<file path="src/hdl/nsr_pkg.sv">
// ----------------------------------------------------------------------------
// Newton square root package
// Shared widths, codes and the status structs that pass between the divider,
// the squaring unit and the sequencer.
// ----------------------------------------------------------------------------
package nsr_pkg;

  // Field widths of the channels and registers.
  localparam int IN_W          = 32;
  localparam int ROOT_W        = 32;
  localparam int RES_ROOT_W    = 25;
  localparam int STATUS_W      = 2;
  localparam int ITER_W        = 13;
  localparam int TOL_W         = 16;
  localparam int CFG_IDX_W     = 1;
  localparam int CFG_DATA_W    = 16;
  localparam int DEF_FRAC_BITS = 16;

  // Reset value of the iteration cap.
  localparam logic [ITER_W-1:0] ITER_RESET = 13'd4096;

  // Result status codes.
  typedef enum logic [STATUS_W-1:0] {
    ST_CONVERGED = 2'd0,
    ST_NEGATIVE  = 2'd1,
    ST_CAP       = 2'd2
  } status_e;

  // Configuration register indexes.
  typedef enum logic [CFG_IDX_W-1:0] {
    REG_MAX_ITER  = 1'b0,
    REG_TOLERANCE = 1'b1
  } cfg_reg_e;

  // Divider status towards the sequencer.
  typedef struct packed {
    logic busy;
    logic done;
  } div_stat_t;

  // Squaring unit result towards the sequencer.
  typedef struct packed {
    logic valid;
    logic in_tol;
  } sq_stat_t;

endpackage

</file>
<file path="src/hdl/nsr_if.sv">
// ----------------------------------------------------------------------------
// Newton square root channel interfaces
// Operand, result and configuration write channels, each with valid/ready.
// ----------------------------------------------------------------------------
interface nsr_operand_if;
  logic                            valid;
  logic                            ready;
  logic signed [nsr_pkg::IN_W-1:0] value;

  modport source (output valid, output value, input ready);
  modport sink   (input valid, input value, output ready);
endinterface

interface nsr_result_if;
  logic                                  valid;
  logic                                  ready;
  logic signed [nsr_pkg::RES_ROOT_W-1:0] root;
  logic        [nsr_pkg::STATUS_W-1:0]   status;

  modport source (output valid, output root, output status, input ready);
  modport sink   (input valid, input root, input status, output ready);
endinterface

interface nsr_cfg_if;
  logic                              valid;
  logic                              ready;
  logic [nsr_pkg::CFG_IDX_W-1:0]     index;
  logic [nsr_pkg::CFG_DATA_W-1:0]    data;

  modport source (output valid, output index, output data, input ready);
  modport sink   (input valid, input index, input data, output ready);
endinterface

</file>
<file path="src/hdl/nsr_divider.sv">
// ----------------------------------------------------------------------------
// Newton square root divider
// Restoring unsigned divider, one quotient bit per cycle.
// ----------------------------------------------------------------------------
module nsr_divider #(
  parameter int NUM_W = 47,
  parameter int DEN_W = 32
) (
  input  logic                   clk,
  input  logic                   rst,
  input  logic                   start,
  input  logic [NUM_W-1:0]       numerator,
  input  logic [DEN_W-1:0]       denominator,
  output nsr_pkg::div_stat_t     stat,
  output logic [NUM_W-1:0]       quotient
);

  localparam int CNT_W = $clog2(NUM_W + 1);

  logic [DEN_W:0]   rem;
  logic [NUM_W-1:0] quo;
  logic [DEN_W-1:0] den;
  logic [CNT_W-1:0] cnt;
  logic             busy;
  logic             done;

  logic [DEN_W:0]   trial;
  logic [DEN_W:0]   diff;
  logic             fits;

  // Shift the next numerator bit into the partial remainder and try a subtract.
  assign trial = {rem[DEN_W-1:0], quo[NUM_W-1]};
  assign diff  = trial - {1'b0, den};
  assign fits  = (trial >= {1'b0, den});

  // Control: the count runs down once per quotient bit.
  always_ff @(posedge clk) begin
    if (rst) begin
      busy <= 1'b0;
      done <= 1'b0;
      cnt  <= '0;
    end else begin
      done <= 1'b0;
      if (start) begin
        busy <= 1'b1;
        cnt  <= CNT_W'(NUM_W);
      end else if (busy) begin
        cnt <= cnt - 1'b1;
        if (cnt == CNT_W'(1)) begin
          busy <= 1'b0;
          done <= 1'b1;
        end
      end
    end
  end

  // Datapath: quotient bits enter where numerator bits leave.
  always_ff @(posedge clk) begin
    if (start) begin
      rem <= '0;
      quo <= numerator;
      den <= denominator;
    end else if (busy) begin
      rem <= fits ? diff : trial;
      quo <= {quo[NUM_W-2:0], fits};
    end
  end

  assign stat.busy = busy;
  assign stat.done = done;
  assign quotient  = quo;

endmodule

</file>
<file path="src/hdl/nsr_square.sv">
// ----------------------------------------------------------------------------
// Newton square root squaring unit
// Squares the iterate and tests it against the scaled operand, three stages.
// ----------------------------------------------------------------------------
module nsr_square #(
  parameter int FRAC_BITS = nsr_pkg::DEF_FRAC_BITS,
  parameter int VS_W      = 47
) (
  input  logic                        clk,
  input  logic                        rst,
  input  logic                        start,
  input  logic [nsr_pkg::ROOT_W-1:0]  root,
  input  logic [VS_W-1:0]             vs,
  input  logic [nsr_pkg::TOL_W-1:0]   tol,
  output nsr_pkg::sq_stat_t           stat
);

  localparam int PROD_W = 2 * nsr_pkg::ROOT_W;

  logic [PROD_W-1:0] prod;
  logic [PROD_W-1:0] vs_ext;
  logic [PROD_W-1:0] gap;
  logic [PROD_W-1:0] tol_sh;
  logic [VS_W-1:0]   vs_r;
  logic              v1;
  logic              v2;
  logic              v3;
  logic              in_tol;

  assign vs_ext = {{(PROD_W-VS_W){1'b0}}, vs_r};
  assign tol_sh = {{(PROD_W-nsr_pkg::TOL_W){1'b0}}, tol} << FRAC_BITS;

  // Stage valids.
  always_ff @(posedge clk) begin
    if (rst) begin
      v1 <= 1'b0;
      v2 <= 1'b0;
      v3 <= 1'b0;
    end else begin
      v1 <= start;
      v2 <= v1;
      v3 <= v2;
    end
  end

  // Square, then absolute distance, then the tolerance compare.
  always_ff @(posedge clk) begin
    if (start) begin
      prod <= {{nsr_pkg::ROOT_W{1'b0}}, root} * {{nsr_pkg::ROOT_W{1'b0}}, root};
      vs_r <= vs;
    end
    if (v1) begin
      gap <= (prod > vs_ext) ? (prod - vs_ext) : (vs_ext - prod);
    end
    if (v2) begin
      in_tol <= (gap <= tol_sh);
    end
  end

  assign stat.valid  = v3;
  assign stat.in_tol = in_tol;

endmodule

</file>
<file path="src/hdl/newton_square_root.sv">
// ----------------------------------------------------------------------------
// Newton square root
// Fixed-point square root by Newton-Raphson iteration on a shared divider.
// ----------------------------------------------------------------------------
// Usage: the operand channel takes one signed fixed-point value per
// transaction; the result channel returns its root and a status code
// (converged, negative input, iteration cap reached). The configuration
// channel writes the iteration cap and the tolerance; it is only ready
// while the block is idle, and it takes precedence over a waiting operand.
// Sequencing: negative, zero and exactly-one operands go straight to the
// result without iterating. Any other operand runs Newton updates, each a
// square test and then a bit-serial divide at one quotient bit per cycle,
// and ends on the square test or when an update leaves the root unchanged;
// the number of updates is data dependent and at most the cap.
// One operand is worked on at a time.
// The result sits in an output register: a new operand is accepted while a
// result waits, but a finished root is held internally until the receiver
// takes the previous one, so a stalled receiver stalls the block.
// Reset clears all control state, sets the cap to 4096 and the tolerance
// to zero; no transaction is in flight after reset.
// ----------------------------------------------------------------------------
module newton_square_root #(
  parameter int FRAC_BITS = nsr_pkg::DEF_FRAC_BITS
) (
  input  logic          clk,
  input  logic          rst,
  nsr_operand_if.sink   operand,
  nsr_result_if.source  result,
  nsr_cfg_if.sink       cfg
);

  localparam int VS_W = nsr_pkg::IN_W - 1 + FRAC_BITS;
  localparam int IP_W = nsr_pkg::IN_W - 1 - FRAC_BITS;
  localparam logic [nsr_pkg::ROOT_W-1:0] ONE_FX = nsr_pkg::ROOT_W'(1) << FRAC_BITS;
  localparam logic [nsr_pkg::RES_ROOT_W-1:0] RES_NEG =
    nsr_pkg::RES_ROOT_W'(0) - (nsr_pkg::RES_ROOT_W'(1) << FRAC_BITS);

  typedef enum logic [4:0] {
    S_IDLE   = 5'b00001,
    S_SQUARE = 5'b00010,
    S_TEST   = 5'b00100,
    S_DIVIDE = 5'b01000,
    S_DONE   = 5'b10000
  } state_t;

  state_t                           state;
  logic [nsr_pkg::ITER_W-1:0]       max_iter;
  logic [nsr_pkg::TOL_W-1:0]        tol;
  logic [nsr_pkg::ITER_W-1:0]       iter;
  logic [nsr_pkg::ROOT_W-1:0]       root;
  logic [VS_W-1:0]                  vs;
  logic [nsr_pkg::RES_ROOT_W-1:0]   res_root;
  logic [nsr_pkg::STATUS_W-1:0]     res_status;
  logic                             out_valid;
  logic [nsr_pkg::RES_ROOT_W-1:0]   out_root;
  logic [nsr_pkg::STATUS_W-1:0]     out_status;

  logic                             take_in;
  logic                             take_cfg;
  logic                             out_free;
  logic                             sq_start;
  logic                             div_start;
  nsr_pkg::sq_stat_t                sq_stat;
  nsr_pkg::div_stat_t               div_stat;
  logic [VS_W-1:0]                  div_quo;
  logic [nsr_pkg::ROOT_W-1:0]       divisor;
  logic [VS_W:0]                    upd_sum;
  logic [nsr_pkg::ROOT_W-1:0]       upd_next;

  logic [VS_W-1:0]                  in_vs;
  logic [IP_W-1:0]                  in_ipart;
  logic [IP_W-1:0]                  in_ipart_adj;
  logic [nsr_pkg::ROOT_W-1:0]       in_guess;
  logic                             in_neg;
  logic                             in_zero;
  logic                             in_one;

  // Handshakes: configuration wins over an operand in the idle state.
  assign cfg.ready     = (state == S_IDLE);
  assign operand.ready = (state == S_IDLE) && !cfg.valid;
  assign take_cfg      = cfg.valid && cfg.ready;
  assign take_in       = operand.valid && operand.ready;
  assign out_free      = !out_valid || result.ready;

  // Operand decode and starting guess.
  assign in_neg       = operand.value[nsr_pkg::IN_W-1];
  assign in_zero      = (operand.value == '0);
  assign in_one       = ($unsigned(operand.value) == ONE_FX);
  assign in_vs        = {operand.value[nsr_pkg::IN_W-2:0], {FRAC_BITS{1'b0}}};
  assign in_ipart     = operand.value[nsr_pkg::IN_W-2:FRAC_BITS];
  assign in_ipart_adj = ((operand.value[FRAC_BITS-1:0] == '0) && (in_ipart != '0))
                        ? in_ipart - 1'b1 : in_ipart;
  assign in_guess     = (in_ipart_adj == '0) ? ONE_FX
                        : {1'b0, in_ipart_adj, {FRAC_BITS{1'b0}}};

  // Newton update from the divider quotient.
  assign divisor  = (root == '0) ? ONE_FX : root;
  assign upd_sum  = {{(VS_W+1-nsr_pkg::ROOT_W){1'b0}}, root} + {1'b0, div_quo};
  assign upd_next = upd_sum[nsr_pkg::ROOT_W:1];

  // Unit launches.
  assign sq_start  = (state == S_SQUARE);
  assign div_start = (state == S_TEST) && sq_stat.valid && !sq_stat.in_tol &&
                     (iter < max_iter);

  nsr_square #(
    .FRAC_BITS (FRAC_BITS),
    .VS_W      (VS_W)
  ) u_square (
    .clk   (clk),
    .rst   (rst),
    .start (sq_start),
    .root  (root),
    .vs    (vs),
    .tol   (tol),
    .stat  (sq_stat)
  );

  nsr_divider #(
    .NUM_W (VS_W),
    .DEN_W (nsr_pkg::ROOT_W)
  ) u_divider (
    .clk         (clk),
    .rst         (rst),
    .start       (div_start),
    .numerator   (vs),
    .denominator (divisor),
    .stat        (div_stat),
    .quotient    (div_quo)
  );

  // Sequencer and configuration registers.
  always_ff @(posedge clk) begin
    if (rst) begin
      state     <= S_IDLE;
      max_iter  <= nsr_pkg::ITER_RESET;
      tol       <= '0;
    end else begin
      if (take_cfg) begin
        unique case (nsr_pkg::cfg_reg_e'(cfg.index))
          nsr_pkg::REG_MAX_ITER:  max_iter <= cfg.data[nsr_pkg::ITER_W-1:0];
          nsr_pkg::REG_TOLERANCE: tol      <= cfg.data[nsr_pkg::TOL_W-1:0];
          default: ;
        endcase
      end

      unique case (state)
        S_IDLE: begin
          if (take_in) begin
            iter <= '0;
            vs   <= in_vs;
            root <= in_guess;
            if (in_neg) begin
              res_root   <= RES_NEG;
              res_status <= nsr_pkg::ST_NEGATIVE;
              state      <= S_DONE;
            end else if (in_zero) begin
              res_root   <= '0;
              res_status <= nsr_pkg::ST_CONVERGED;
              state      <= S_DONE;
            end else if (in_one) begin
              res_root   <= ONE_FX[nsr_pkg::RES_ROOT_W-1:0];
              res_status <= nsr_pkg::ST_CONVERGED;
              state      <= S_DONE;
            end else begin
              state <= S_SQUARE;
            end
          end
        end
        S_SQUARE: begin
          state <= S_TEST;
        end
        S_TEST: begin
          if (sq_stat.valid) begin
            if (sq_stat.in_tol) begin
              res_root   <= root[nsr_pkg::RES_ROOT_W-1:0];
              res_status <= nsr_pkg::ST_CONVERGED;
              state      <= S_DONE;
            end else if (iter >= max_iter) begin
              res_root   <= root[nsr_pkg::RES_ROOT_W-1:0];
              res_status <= nsr_pkg::ST_CAP;
              state      <= S_DONE;
            end else begin
              state <= S_DIVIDE;
            end
          end
        end
        S_DIVIDE: begin
          if (div_stat.done) begin
            iter <= iter + 1'b1;
            if (upd_next == root) begin
              res_root   <= root[nsr_pkg::RES_ROOT_W-1:0];
              res_status <= nsr_pkg::ST_CONVERGED;
              state      <= S_DONE;
            end else begin
              root  <= upd_next;
              state <= S_SQUARE;
            end
          end
        end
        S_DONE: begin
          if (out_free) begin
            state <= S_IDLE;
          end
        end
        default: state <= S_IDLE;
      endcase
    end
  end

  // Output register: loaded when the sequencer finishes, emptied when taken.
  always_ff @(posedge clk) begin
    if (rst) begin
      out_valid <= 1'b0;
    end else if ((state == S_DONE) && out_free) begin
      out_valid  <= 1'b1;
      out_root   <= res_root;
      out_status <= res_status;
    end else if (result.ready) begin
      out_valid <= 1'b0;
    end
  end

  assign result.valid  = out_valid;
  assign result.root   = out_root;
  assign result.status = out_status;

  // The divider is only launched when it is free.
  a_div_free: assert property (@(posedge clk) disable iff (rst)
    div_start |-> !div_stat.busy)
    else $error("divider launched while busy");

  // A quotient only arrives while the sequencer waits for it.
  a_div_done: assert property (@(posedge clk) disable iff (rst)
    div_stat.done |-> (state == S_DIVIDE))
    else $error("divider finished outside the divide state");

  // The square test only completes while the sequencer waits for it.
  a_sq_done: assert property (@(posedge clk) disable iff (rst)
    sq_stat.valid |-> (state == S_TEST))
    else $error("square test finished outside the test state");

  // No update is started once the cap is used up.
  a_iter_cap: assert property (@(posedge clk) disable iff (rst)
    (state == S_DIVIDE) |-> (iter < max_iter))
    else $error("Newton update beyond the iteration cap");

  // A negative operand always reports minus one.
  a_neg_root: assert property (@(posedge clk) disable iff (rst)
    (result.valid && (result.status == nsr_pkg::ST_NEGATIVE)) |->
      (result.root == RES_NEG))
    else $error("negative status with a root other than minus one");

endmodule

</file>
<file path="src/flat_wrapper.sv">
// flat-port wrapper written by rule: the top's interface ports become plain ports
module newton_square_root_flat 
#(
  parameter int FRAC_BITS = nsr_pkg::DEF_FRAC_BITS
)
  (clk, rst, operand_valid, operand_value, operand_ready, result_valid, result_root, result_status, result_ready, cfg_valid, cfg_index, cfg_data, cfg_ready);
  nsr_operand_if operand_i ();
  nsr_result_if result_i ();
  nsr_cfg_if cfg_i ();
  input  logic clk;
  input  logic rst;
  input wire logic [$bits(operand_i.valid)-1:0] operand_valid;
  input wire logic [$bits(operand_i.value)-1:0] operand_value;
  output wire logic [$bits(operand_i.ready)-1:0] operand_ready;
  output wire logic [$bits(result_i.valid)-1:0] result_valid;
  output wire logic [$bits(result_i.root)-1:0] result_root;
  output wire logic [$bits(result_i.status)-1:0] result_status;
  input wire logic [$bits(result_i.ready)-1:0] result_ready;
  input wire logic [$bits(cfg_i.valid)-1:0] cfg_valid;
  input wire logic [$bits(cfg_i.index)-1:0] cfg_index;
  input wire logic [$bits(cfg_i.data)-1:0] cfg_data;
  output wire logic [$bits(cfg_i.ready)-1:0] cfg_ready;
  assign operand_i.valid = operand_valid;
  assign operand_i.value = operand_value;
  assign operand_ready = operand_i.ready;
  assign result_valid = result_i.valid;
  assign result_root = result_i.root;
  assign result_status = result_i.status;
  assign result_i.ready = result_ready;
  assign cfg_i.valid = cfg_valid;
  assign cfg_i.index = cfg_index;
  assign cfg_i.data = cfg_data;
  assign cfg_ready = cfg_i.ready;
  newton_square_root #(.FRAC_BITS(FRAC_BITS)) u_core (.clk(clk), .rst(rst), .operand(operand_i), .result(result_i), .cfg(cfg_i));
endmodule
</file>
<file path="config.mk">
export PLATFORM = sky130hd
export DESIGN_NAME = newton_square_root_flat
export DESIGN_NICKNAME = d
export VERILOG_FILES = /design/src/hdl/nsr_pkg.sv /design/src/hdl/nsr_if.sv /design/src/hdl/nsr_divider.sv /design/src/hdl/nsr_square.sv /design/src/hdl/newton_square_root.sv /design/src/flat_wrapper.sv
export SDC_FILE = /design/constraint.sdc
export NUM_CORES = 2
export LEC_CHECK = 0
export ABC_AREA = 1
export BUFFER_PORTS_ARGS = -buffer_cell sky130_fd_sc_hd__buf_4
export CORE_MARGIN = 1.5
export CORE_UTILIZATION = 29
export CTS_BUF_LIST = sky130_fd_sc_hd__clkbuf_8
export CTS_CLUSTER_SIZE = 12
export DETAILED_ROUTE_END_ITERATION = 6
export PLACE_DENSITY = 0.52
export SYNTH_ARGS = -nofsm -noshare
export SYNTH_HDL_FRONTEND = slang
export SYNTH_HIERARCHICAL = 1
export SYNTH_SLANG_ARGS = --single-unit
</file>
<file path="constraint.sdc">
create_clock -name clk -period 16.3 [get_ports clk]
set_clock_uncertainty 0.2 [all_clocks]
set_input_delay 3.26 -clock clk [delete_from_list [all_inputs] [get_ports clk]]
set_output_delay 3.26 -clock clk [all_outputs]
set_load 0.005 [all_outputs]
</file>
Word level (Yosys, flattened, before mapping)
Cells that the tools add are included.
{"block": "word_totals", "output_inout_bits": 30, "ff_bits": 447}
{"block": "classes", "mul": 1, "n_reduce_logical": 31, "eq_ne": 16, "n_lt_le_gt_ge": 5, "mux": 52, "bitwise": 3, "addsub": 7}
{"cell": "25-bit 2-to-1 mux", "n": 9}
{"cell": "32-bit 2-to-1 mux", "n": 4}
{"cell": "47-bit 2-to-1 mux", "n": 2}
{"cell": "25-bit one-hot mux with 3 select lines", "n": 1}
{"cell": "64-bit by 47-bit > comparator with 1-bit output", "n": 1}
{"cell": "64-bit by 32-bit <= comparator with 1-bit output", "n": 1}
{"cell": "32-bit zero test", "n": 2}
{"cell": "32-bit by 32-bit multiplier with 64-bit output", "n": 1}
{"cell": "64-bit 2-to-1 mux", "n": 1}
{"cell": "32-bit one-hot mux with 2 select lines", "n": 1}
{"cell": "47-bit by 64-bit subtractor with 64-bit output", "n": 1}
{"cell": "64-bit by 47-bit subtractor with 64-bit output", "n": 1}
{"cell": "5-bit 2-to-1 mux", "n": 10}
{"cell": "32-bit by 33-bit adder with 33-bit output", "n": 1}
{"cell": "33-bit by 32-bit >= comparator with 1-bit output", "n": 1}
{"cell": "32-bit by 17-bit == test with 1-bit output (second input constant)", "n": 1}
{"cell": "32-bit == test", "n": 1}
{"cell": "32-bit subtractor", "n": 1}
{"cell": "31-bit 2-to-1 mux", "n": 1}
{"cell": "13-bit 2-to-1 mux", "n": 2}
{"cell": "13-bit one-hot mux with 2 select lines", "n": 1}
{"cell": "5-bit one-hot mux with 5 select lines", "n": 1}
{"cell": "2-bit 2-to-1 mux", "n": 9}
{"cell": "16-bit zero test", "n": 1}
{"cell": "34 further kinds", "n": 60}

Depth between registers and ports, before layout
{"block": "depth", "word_depth": 7, "depth_mapped": 31, "mapped_depth_nobuf": 29}

Cells and area by module
The synthesis kept the hierarchy.
{"module": "nsr_square", "instances": 1, "cells_each": 6063, "area_each_um2": 46004.1}
{"module": "newton_square_root", "instances": 1, "cells_each": 1383, "area_each_um2": 10402.5}
{"module": "nsr_divider", "instances": 1, "cells_each": 1066, "area_each_um2": 7561.0}

Worst setup path before layout
Ideal clock, no wire load.
{"block": "synth_timing", "kind": "register to register", "from": "reg u_core.state[0]", "to": "reg u_core.state[0]", "required_ns": 15.965, "path_stages_with_launch": 5, "synth_period_minus_slack_ns": 12.307, "n_path_buf": 0, "t_arrival_ns": 11.972, "setup_slack_ns": 3.993, "path_cell_list": "dfxtp_1 > nor4_1 > inv_1 > nand4_1 > nand3_1"}
{"block": "synth_between", "word_cells_on_any_way": 13, "classes_between": "eq/ne: 9; mux: 1; reduce/logical: 3"}
{"element": "from (decl)", "line": "newton_square_root.sv:46", "source": "state_t state;"}
{"element": "from (signal assigned)", "line": "newton_square_root.sv:135", "source": "state <= S_IDLE;"}
{"element": "from (signal assigned)", "line": "newton_square_root.sv:156", "source": "state <= S_DONE;"}
{"element": "from (signal assigned)", "line": "newton_square_root.sv:160", "source": "state <= S_DONE;"}
{"element": "5-bit by 2-bit == test with 1-bit output"}
{"element": "net u_core.sq_start", "line": "newton_square_root.sv:61", "source": "logic sq_start;"}
{"element": "5-bit one-hot mux with 5 select lines", "line": "newton_square_root.sv:147", "source": "unique case (state)"}
The timed path passes the listed nets, and every way through them passes these cells.
A chain may end at the register's enable or synchronous reset.

Worst setup path in the final report
{"block": "layout_timing", "from": "reg u_core/root[13] (netlist name)", "to": "reg u_core.u_square.prod[29] (data pin)"}
{"block": "layout_between", "elab_chain_cells": 1}
{"element": "from (decl)", "line": "newton_square_root.sv:50", "source": "logic [nsr_pkg::ROOT_W-1:0] root;"}
{"element": "from (signal assigned)", "line": "newton_square_root.sv:152", "source": "root <= in_guess;"}
{"element": "from (signal assigned)", "line": "newton_square_root.sv:196", "source": "root <= upd_next;"}
{"element": "32-bit by 32-bit multiplier with 64-bit output", "line": "nsr_square.sv:49", "source": "prod <= {{nsr_pkg::ROOT_W{1'b0}}, root} * {{nsr_pkg::ROOT_W{1'b0}}, root};"}
{"element": "to (signal assigned)", "line": "nsr_square.sv:49"}
{"element": "to (decl)", "line": "nsr_square.sv:20", "source": "logic [PROD_W-1:0] prod;"}
No other way between the ends.

==> metrics.txt <==
worst path cell trace=buf_4 -> nand2_1 -> xor2_1 -> ha_1 -> o21bai_1 -> fa_1 -> inv_1 -> fa_1 -> fa_1 -> inv_1 -> fa_1 -> inv_1 -> fa_1 -> inv_1 -> fa_1 -> fa_1 -> ha_1 -> nand2_1 -> nor2_1 -> inv_1 -> o21ai_0 -> nand2_1 -> nand3_1 -> xor2_1; Min-Delay Path Class=reg2reg; status=finished, violations left; post-CTS sizing=0; Bufs and invs on worst path=6; crit path max fanout=36; most frequent cells in the layout=nand2_1, inv_1, fa_1; max-slew violation count=0; crit path launch type=register; Period Utilization, post-route=52.8%; Hold-fix buffers, CTS=0; first-pass GRT wire length=343,000 um; Overflow after GRT=0; die footprint=approximately 220,000 um^2; # rows=about 170; TritonCTS buffer count=84; clock sinks=462; crit-path max cell delay=approximately 0.59 ns; DRC errors left=5; Clock Tree Buf Depth=3; Initial DRT Pass Iterations=7; CTS tree=yes; Via density=between 4 and 5; Final Setup Violations=0; clock root buffer=clkbuf_8; area occupied by multi-input gates=41,600 um^2; # fillers=approximately 24,000; post-CTS setup buffer count=0; vias in the first global route=55,262; FMAX=116 MHz; routability cong.=0.944; Most common cell on crit path=fa_1; via count=53,204; commonest non-fill, non-tap cell in the layout=nand2_1; Setup CP Type=reg2reg; Layout area overhead=8.59%; initial antenna violation count=8; total global-route track usage=between 20% and 30%; number of I/O port buffers=83; clk_lat worst skew=0.81 ns; max cap viols=0; clk slew on worst S/H paths=0.07 ns; NumNets Final=9,877; Mean Syn Cell Area=approximately 7.5 um^2; share of post-route cells with drive strength above 1=4.80%; final wirelength=225,000 um; failing checks=design-rule violations; DIE WIDTH=about 470 um; Die H=between 400 and 500 um; htree depth=3; Max transition margin=24.0%; RSZ-0062 raised after global routing=no; WL per Instance=19.6 um; register area=13,100 um^2; CP required=16.60 ns; largest net degree at the start of global routing=67; Ports=84; Slew @ Worst Pin=1.14 ns; Data arrival, critical path=between 8 and 9 ns; CP delay by family, top=adder cells; Initial DRC Count=4,002; crit end category=register; setup_tns=0 ns; Mapped Area=64,000 um^2; Final Hold Vio Count=0; Core ar.=220,000 um^2; dpl hpwl=182,000 um; YS warnings=6; starting density of the core=a little under 30%; critical path's slowest cell=buf_4; cells after synthesis=8,511; clock period minus worst slack=8.61 ns; Final ANT Viol Nets=0
## final cells by class
class                   instances  share of cell area [%]
well taps                    2871                    5.17
inverters                    2232                    12.1
repair buffers                134                    1.45
clock buffers                  89                    1.76
diodes                          7                  0.0252
clock inverters                61                   0.775
multi-input cells            5630                    59.9
flip-flops and latches        462                    18.9
## sequential cells by signal, summed over array words and instances (netlist names), 13 cells and up
| register | count |
|---|---|
| u_core/u_square/gap | 64 |
| u_core/u_square/vs_r | 47 |
| u_core/result.root | 25 |
| u_core/u_divider/den | 32 |
| u_core/iter | 13 |
| u_core/u_divider/rem | 32 |
| u_core/root | 32 |
| u_core/res_root | 25 |
| u_core/vs | 31 |
| u_core/u_square/prod | 63 |
| u_core/u_divider/quotient | 47 |
| u_core/max_iter | 13 |
| u_core/tol | 16 |
## worst paths after layout
check / startpoint / end / slack, ns / depth (start not counted)
setup / recovery: u_core/root[13] / u_core/u_square/prod[29] / 7.69 / 24
hold / removal: u_core/res_root[2] / u_core/result.root[2] / 0.20 / 0
setup reg to reg: u_core/root[13] / u_core/u_square/prod[29] / 7.69 / 24
hold reg to reg: u_core/res_root[2] / u_core/result.root[2] / 0.20 / 0
## per-layer routing
metal  wire [um]  vias up  global-route usage, %
li1            -    25483                      -
met4        8840        0                   7.53
met1      104000    25961                   27.8
met5           0        -                      0
met2      102000     1481                   33.2
met3       10200      279                   1.70
## stage by stage
stage          hold slack [ns]  cell area, um^2  std cells  setup slack (ns)  utilization, %
2_1_floorplan            0.200            64100       8542              3.99               -
3_3_place_gp             0.203            67700      11329              7.59            30.8
3_5_place_dp             0.205            67700      11329              7.68            30.8
4_1_cts                  0.194            69400      11479              7.68            31.6
5_1_grt                  0.193            69400      11480              7.46            31.6
6_report                 0.197            69500      11486              7.69            31.6
Power is left out: the tool's default activity adds up to more than one toggle a clock period on the data nets, which glitch-free logic cannot reach.
